### src/hw/rtl/tccw_pkg.sv
// Shared constants, types and register codes for the text console cursor writer.
`default_nettype none

package tccw_pkg;

    // Screen geometry
    localparam int COLUMNS = 80;
    localparam int ROWS    = 25;
    localparam int CELLS   = ROWS * COLUMNS;

    // Field widths
    localparam int ROW_W  = 5;
    localparam int COL_W  = 7;
    localparam int IDX_W  = 11;
    localparam int CHAR_W = 8;
    localparam int ATTR_W = 8;
    localparam int CELL_W = CHAR_W + ATTR_W;

    // Special bytes and attributes
    localparam logic [CHAR_W-1:0] CHAR_NL    = 8'h0A;
    localparam logic [CHAR_W-1:0] CHAR_BS    = 8'h08;
    localparam logic [CHAR_W-1:0] CHAR_SPACE = 8'h20;
    localparam logic [ATTR_W-1:0] ATTR_RESET = 8'h07;

    // Register select (paddr bit 2)
    localparam logic REG_FG = 1'b0;
    localparam logic REG_BG = 1'b1;

    // Item kinds
    localparam logic ACT_PUT  = 1'b0;
    localparam logic ACT_READ = 1'b1;

    // Cell word: attribute in the high byte, character in the low byte
    typedef logic [CELL_W-1:0] t_cell_word;

    // Outcome of a put at the current cursor
    typedef struct packed {
        logic [ROW_W-1:0] row_nx;
        logic [COL_W-1:0] col_nx;
        logic             wr_en;
        logic [IDX_W-1:0] wr_addr;
        t_cell_word       wr_word;
        t_cell_word       cell0_word;
        logic             ovf;
    } t_put_res;

endpackage

`default_nettype wire

### src/hw/rtl/tccw_cursor.sv
// Cursor update and cell write address for one put transaction.
`default_nettype none

module tccw_cursor
    import tccw_pkg::*;
(
    input  wire  [ROW_W-1:0]  i_row,
    input  wire  [COL_W-1:0]  i_col,
    input  wire  [CHAR_W-1:0] i_char,
    input  wire  [ATTR_W-1:0] i_attr,
    output t_put_res          o_res
);

    logic                 is_nl;
    logic                 is_bs;
    logic                 wrap;
    logic [ROW_W:0]       row_inc;
    logic                 row_over;
    logic [ROW_W-1:0]     row_w;
    logic [COL_W-1:0]     col_w;
    logic [IDX_W:0]       addr_full;
    logic [CHAR_W-1:0]    wr_char;

    always_comb begin
        is_nl    = (i_char == CHAR_NL);
        is_bs    = (i_char == CHAR_BS);
        wrap     = !is_nl && !is_bs && (i_col >= COL_W'(COLUMNS));
        row_inc  = {1'b0, i_row} + (ROW_W+1)'(1);
        row_over = (row_inc >= (ROW_W+1)'(ROWS));

        // Position the cell lands on
        row_w = i_row;
        col_w = i_col;
        if (wrap) begin
            row_w = row_inc[ROW_W-1:0];
            col_w = '0;
        end else if (is_bs && (i_col != '0)) begin
            col_w = i_col - COL_W'(1);
        end

        addr_full = (IDX_W+1)'(row_w) * (IDX_W+1)'(COLUMNS) + (IDX_W+1)'(col_w);
        wr_char   = is_bs ? CHAR_SPACE : i_char;

        o_res.ovf        = (is_nl || wrap) && row_over;
        o_res.wr_addr    = addr_full[IDX_W-1:0];
        o_res.wr_word    = {i_attr, wr_char};
        // After a scroll-off the clear sweep puts the character (a space for a newline) in cell 0
        o_res.cell0_word = {i_attr, is_nl ? CHAR_SPACE : i_char};
        o_res.wr_en      = !is_nl && !o_res.ovf;

        // Cursor after the item; a character that scrolls off lands in cell 0
        if (o_res.ovf) begin
            o_res.row_nx = '0;
            o_res.col_nx = is_nl ? COL_W'(0) : COL_W'(1);
        end else if (is_nl) begin
            o_res.row_nx = row_inc[ROW_W-1:0];
            o_res.col_nx = '0;
        end else if (is_bs) begin
            o_res.row_nx = row_w;
            o_res.col_nx = col_w;
        end else begin
            o_res.row_nx = row_w;
            o_res.col_nx = col_w + COL_W'(1);
        end
    end

endmodule

`default_nettype wire

### config.mk
export PLATFORM = sky130hd
export DESIGN_NAME = tccw_cursor
export DESIGN_NICKNAME = d
export VERILOG_FILES = /design/src/hw/rtl/tccw_pkg.sv /design/src/hw/rtl/tccw_cursor.sv
export SDC_FILE = /design/constraint.sdc
export NUM_CORES = 1
export LEC_CHECK = 0
export ABC_AREA = 1
export CORE_UTILIZATION = 45
export DETAILED_ROUTE_END_ITERATION = 8
export DONT_BUFFER_PORTS = 1
export SLEW_MARGIN = 10
export SYNTH_ARGS = -nofsm -noshare
export SYNTH_HDL_FRONTEND = slang
export SYNTH_SLANG_ARGS = --single-unit
### constraint.sdc
create_clock -name vclk -period 7.8
set_clock_uncertainty 0.1 [all_clocks]
set_input_delay 1.56 -clock vclk [all_inputs]
set_output_delay 1.56 -clock vclk [all_outputs]
set_load 0.02 [all_outputs]
[Yosys cells after proc, flatten, opt, wreduce, memory -nomap -nowiden]
Index checks and enable logic that the tools add are counted.
W data, S select, Z words.
Storage, ports and cells
  register bits: 0
  input port bits: 28
  output and inout bits: 57
Cells by class
  $add $sub $neg: 4
  $mul: 1
  magnitude comparators: 2
  equal/unequal tests: 2
  muxes and demuxes: 9
  reduce and logical (&&, ||, !) cells: 10
Operators by type and width (number)
  $mux W12: 2
  $mux W7: 3
  $eq A8 B4 Y1 const B: 2
  $mux W8: 2
  $add A11 B7 Y11: 1
  $add A7 B1 Y7 const B: 1
  $ge A7 B7 Y1 const B: 1
  $mul A5 B3 Y7 const B: 1
  $reduce_bool A7 Y1: 1
  $sub A7 B1 Y7 const B: 1
  $add A5 B1 Y6 const B: 1
  $ge A6 B5 Y1 const B: 1
  $logic_and A1 B1 Y1: 5
  $mux W5: 1
  $logic_not A1 Y1: 3
  $logic_or A1 B1 Y1: 1
  $mux W1: 1

[Longest topological paths before layout]
  word-level depth: 9
  gate-level depth with buffers: 17

[Worst setup path before layout]
OpenSTA, ideal clock, no wires.
  path kind: input to output
  start: input port i_char[6]
  end: output port o_res[43] in the netlist's numbering
  arrival: 4.104 ns
  path slack: 2.036 ns
  cell stages on the path: 17
  cells stage by stage: nor2_2 nand2_2 inv_2 nand2_2 nand3_4 buf_12 or2_1 o21ai_2 inv_2 nor2_1 nor2_1 ha_1 fa_1 nand2_1 nor3_1 xor2_1 xnor2_1
RTL lines
  from (decl): line tccw_cursor.sv:9  | input wire [CHAR_W-1:0] i_char,
  to (decl): line tccw_cursor.sv:11  | output t_put_res o_res

==> flow_summary.rst <==
.. list-table::
   :header-rows: 1

   * - Metric
     - Value
   * - Least-Margin Pin Slew
     - 0.692 ns
   * - Post-Synthesis Cells
     - 219
   * - Most frequent cells in the layout
     - sky130_fd_sc_hd__nand2_1 (35), sky130_fd_sc_hd__inv_1 (30), sky130_fd_sc_hd__nor2_1 (28), sky130_fd_sc_hd__ha_1 (11)
   * - Category of cells accounting for the largest share of critical-path delay
     - simple AND/OR/NAND/NOR gates
   * - Routed wire per std cell
     - 12.5 um
   * - Post-CTS setup buffer count
     - 0
   * - Finish-stage setup viols
     - 0
   * - Final critical-path required period
     - 6.00 ns
   * - Peak supply drop
     - 83.4 uV
   * - Most common cell after layout, fill and taps aside
     - sky130_fd_sc_hd__nand2_1
   * - Cell row count
     - 19
   * - Avg Cell Area, Syn
     - 6.14 um^2
   * - Half-perimeter wire length of the detailed placement result
     - 2450 um
   * - Type of the worst min-delay path
     - input port to output pin
   * - Nets in the synthesized netlist
     - 260
   * - Final hold viol count
     - 0
   * - Setup TNS
     - 0 ns
   * - Number of max-capacitance violations reported
     - 0
   * - Proportion of synthesized chip area in sequential cells
     - 0
   * - Total Nets Final
     - 234
   * - Final estimated routing congestion in global placement
     - 0.768
   * - Share of cells above drive strength 1
     - 0.215
   * - Static leakage
     - 0.667 nW
   * - Global-route total usage across every layer
     - 0.177
   * - Arrival time reported for the critical path endpoint
     - 4.34 ns
   * - Number of hold buffers added after cts
     - 0
   * - Period utilization
     - 0.769
   * - Buf/Inv on CP
     - 3
   * - IO Port Bufs
     - 0
   * - Slowest stage cell on the critical path
     - sky130_fd_sc_hd__fa_1
   * - YS warnings
     - 0
   * - Post-synthesis instance area
     - 0.00134 mm^2
   * - RSZ-0062 raised after global routing
     - no
   * - Run status
     - finished clean
   * - Number of antenna violations at the first check in global routing
     - 0
   * - Worst Setup Start Kind
     - input port
   * - Crit path capture type
     - output pin
   * - Final wirelength
     - 2780 um
   * - Vias
     - 1171
   * - Router iterations before antenna repair
     - 4
   * - Count of instances resized after the clock tree is built
     - 0
   * - Placeable Area
     - 0.00278 mm^2
   * - GR Overflow Total
     - 0
   * - Final routed DRC violation total
     - 0
   * - Relative slew slack
     - 0.536
   * - Hold path startpoint
     - i_char[4]
   * - Die footprint
     - 0.00321 mm^2
   * - Critical path cell sequence
     - nor2_2, nand2_2, inv_2, nand2_2, nand3_4, inv_4, nand2_1, o21ai_2, inv_1, nor2_2, nor2_1, ha_1, fa_1, nand2_1, nor3_1, xor2_1, xnor2_1
   * - Max-slew violations
     - 0
   * - Critical-path maximum fanout
     - 13
   * - Delay of the slowest cell on the worst path
     - 0.53 ns
   * - Count of cell types in the netlist
     - 32
   * - Capture endpoint of the worst hold path
     - o_res[5]
   * - Pin count of the biggest net entering global routing
     - 14
   * - # placed instances
     - 222
   * - Area growth, synth to finish
     - -10.6%
   * - Residual antenna-violating net count after detailed routing
     - 0
   * - Height of the die
     - 56.6 um
   * - Via count of the first global-routing pass
     - 1146
   * - Number of clock buffer instances in the layout
     - 0
   * - Number of primary I/O pins
     - 85
   * - Max Clock Freq
     - 167 MHz
   * - Detailed router's first-iteration violation count
     - 27
   * - First-pass GRT wire length
     - 4800 um
   * - Worst Setup Path Type
     - input port to output pin
   * - Die span in x
     - 56.6 um
   * - Total power divided by cell area
     - 93.1 mW/mm^2
   * - Effective utilization at floorplan
     - 0.483
   * - Count of flip-flops and latches
     - 0
   * - Antenna diodes
     - 0
   * - Layout Cells excl Fill
     - 222
   * - Register area
     - 0 um^2
   * - Number of vias per cell after detailed routing
     - 5.27
   * - Hold Crit Depth
     - 0
   * - Worst endpoint required time
     - 6.14 ns
[Yosys cell counts]
library cell	instances	area [um^2]
sky130_fd_sc_hd__inv_2	6	22.5
sky130_fd_sc_hd__o211ai_1	1	7.51
sky130_fd_sc_hd__fa_1	2	40.0
sky130_fd_sc_hd__inv_1	30	113
sky130_fd_sc_hd__xor2_1	10	87.6
sky130_fd_sc_hd__xnor2_1	4	35.0
sky130_fd_sc_hd__o21ai_2	3	26.3
sky130_fd_sc_hd__nor2_4	5	56.3
sky130_fd_sc_hd__nand4_1	1	6.26
sky130_fd_sc_hd__buf_12	1	20.0
sky130_fd_sc_hd__o21ai_0	6	30.0
sky130_fd_sc_hd__nand3_4	3	52.6
sky130_fd_sc_hd__nand3_2	2	20.0
sky130_fd_sc_hd__a211oi_1	1	7.51
sky130_fd_sc_hd__clkbuf_1	11	41.3
sky130_fd_sc_hd__or2_1	1	6.26
sky130_fd_sc_hd__nor3_2	1	10.0
sky130_fd_sc_hd__nand2_4	2	22.5
sky130_fd_sc_hd__a21oi_1	6	30.0
sky130_fd_sc_hd__a21oi_4	2	32.5
sky130_fd_sc_hd__inv_4	1	6.26
sky130_fd_sc_hd__o21ai_1	1	5.00
sky130_fd_sc_hd__a21o_1	1	7.51
sky130_fd_sc_hd__nand2_2	7	43.8
sky130_fd_sc_hd__nand3_1	10	50.1
sky130_fd_sc_hd__nor2_1	28	105
sky130_fd_sc_hd__a41oi_1	1	8.76
sky130_fd_sc_hd__nor3_1	1	5.00
sky130_fd_sc_hd__ha_1	11	138
sky130_fd_sc_hd__nand2_1	35	131
sky130_fd_sc_hd__buf_4	16	120
sky130_fd_sc_hd__nor2_2	9	56.3
[worst max path at each step]
| stage | start | end | slack [ns] | cells after the start |
|---|---|---|---|---|
| CTS | i_char[6] | o_res[43] | 1.78 | 17 |
| finish | i_char[6] | o_res[43] | 1.80 | 17 |
| global placement | i_char[6] | o_res[43] | 1.88 | 17 |
| detailed placement | i_char[6] | o_res[43] | 1.80 | 17 |
| floorplan | i_char[6] | o_res[43] | 2.04 | 17 |
| global route | i_char[2] | o_res[43] | 1.50 | 16 |
[per-layer routing]
metal  part of all wire  global-route usage  vias up
li1                   -                   -      602
met1               0.42               0.217      511
met2               0.49               0.339       47
met3              0.078              0.0161       11
met4              0.013              0.0174        0
met5                  0                   0        -
[report_power, final]
group	total (W)	leakage, nW	internal, W	switching, W
Combinational	0.000112	0.667	0.0000332	0.0000786
Clock	0	0	0	0
Sequential	0	0	0	0
Total	0.000112	0.667	0.0000332	0.0000786
[cell type report]
type                            count  area [um^2]
Tap cell                           31         38.8
Multi-Input combinational cell    154         1020
Fill cell                         303         1580
Inverter                           37          141
[through the flow]
step	area, um^2	util	hold slack [ns]	worst slack [ns]	total power, W
after global placement	1200	0.432	3.02	1.88	0.000111
after global routing	1200	0.432	3.02	1.50	0.000124
after floorplan	1340	-	3.09	2.04	0.000119
final	1200	0.432	3.02	1.80	0.000112
after CTS	1200	0.432	3.02	1.78	0.000113
after detailed placement	1200	0.432	3.02	1.80	0.000113
[kinds of logic (layout without fill, tap and decap cells)]
| family | after synthesis | after routing | synth area share |
|---|---|---|---|
| XOR/XNOR | 14 | 14 | 0.0912 |
| AND/OR/NAND/NOR | 105 | 105 | 0.421 |
| adder cells (fa/ha/maj) | 13 | 13 | 0.132 |
| buffers and inverters | 65 | 37 | 0.240 |
| AO/OA/AOI/OAI | 22 | 22 | 0.115 |
(Power assumes the default switching activity.)
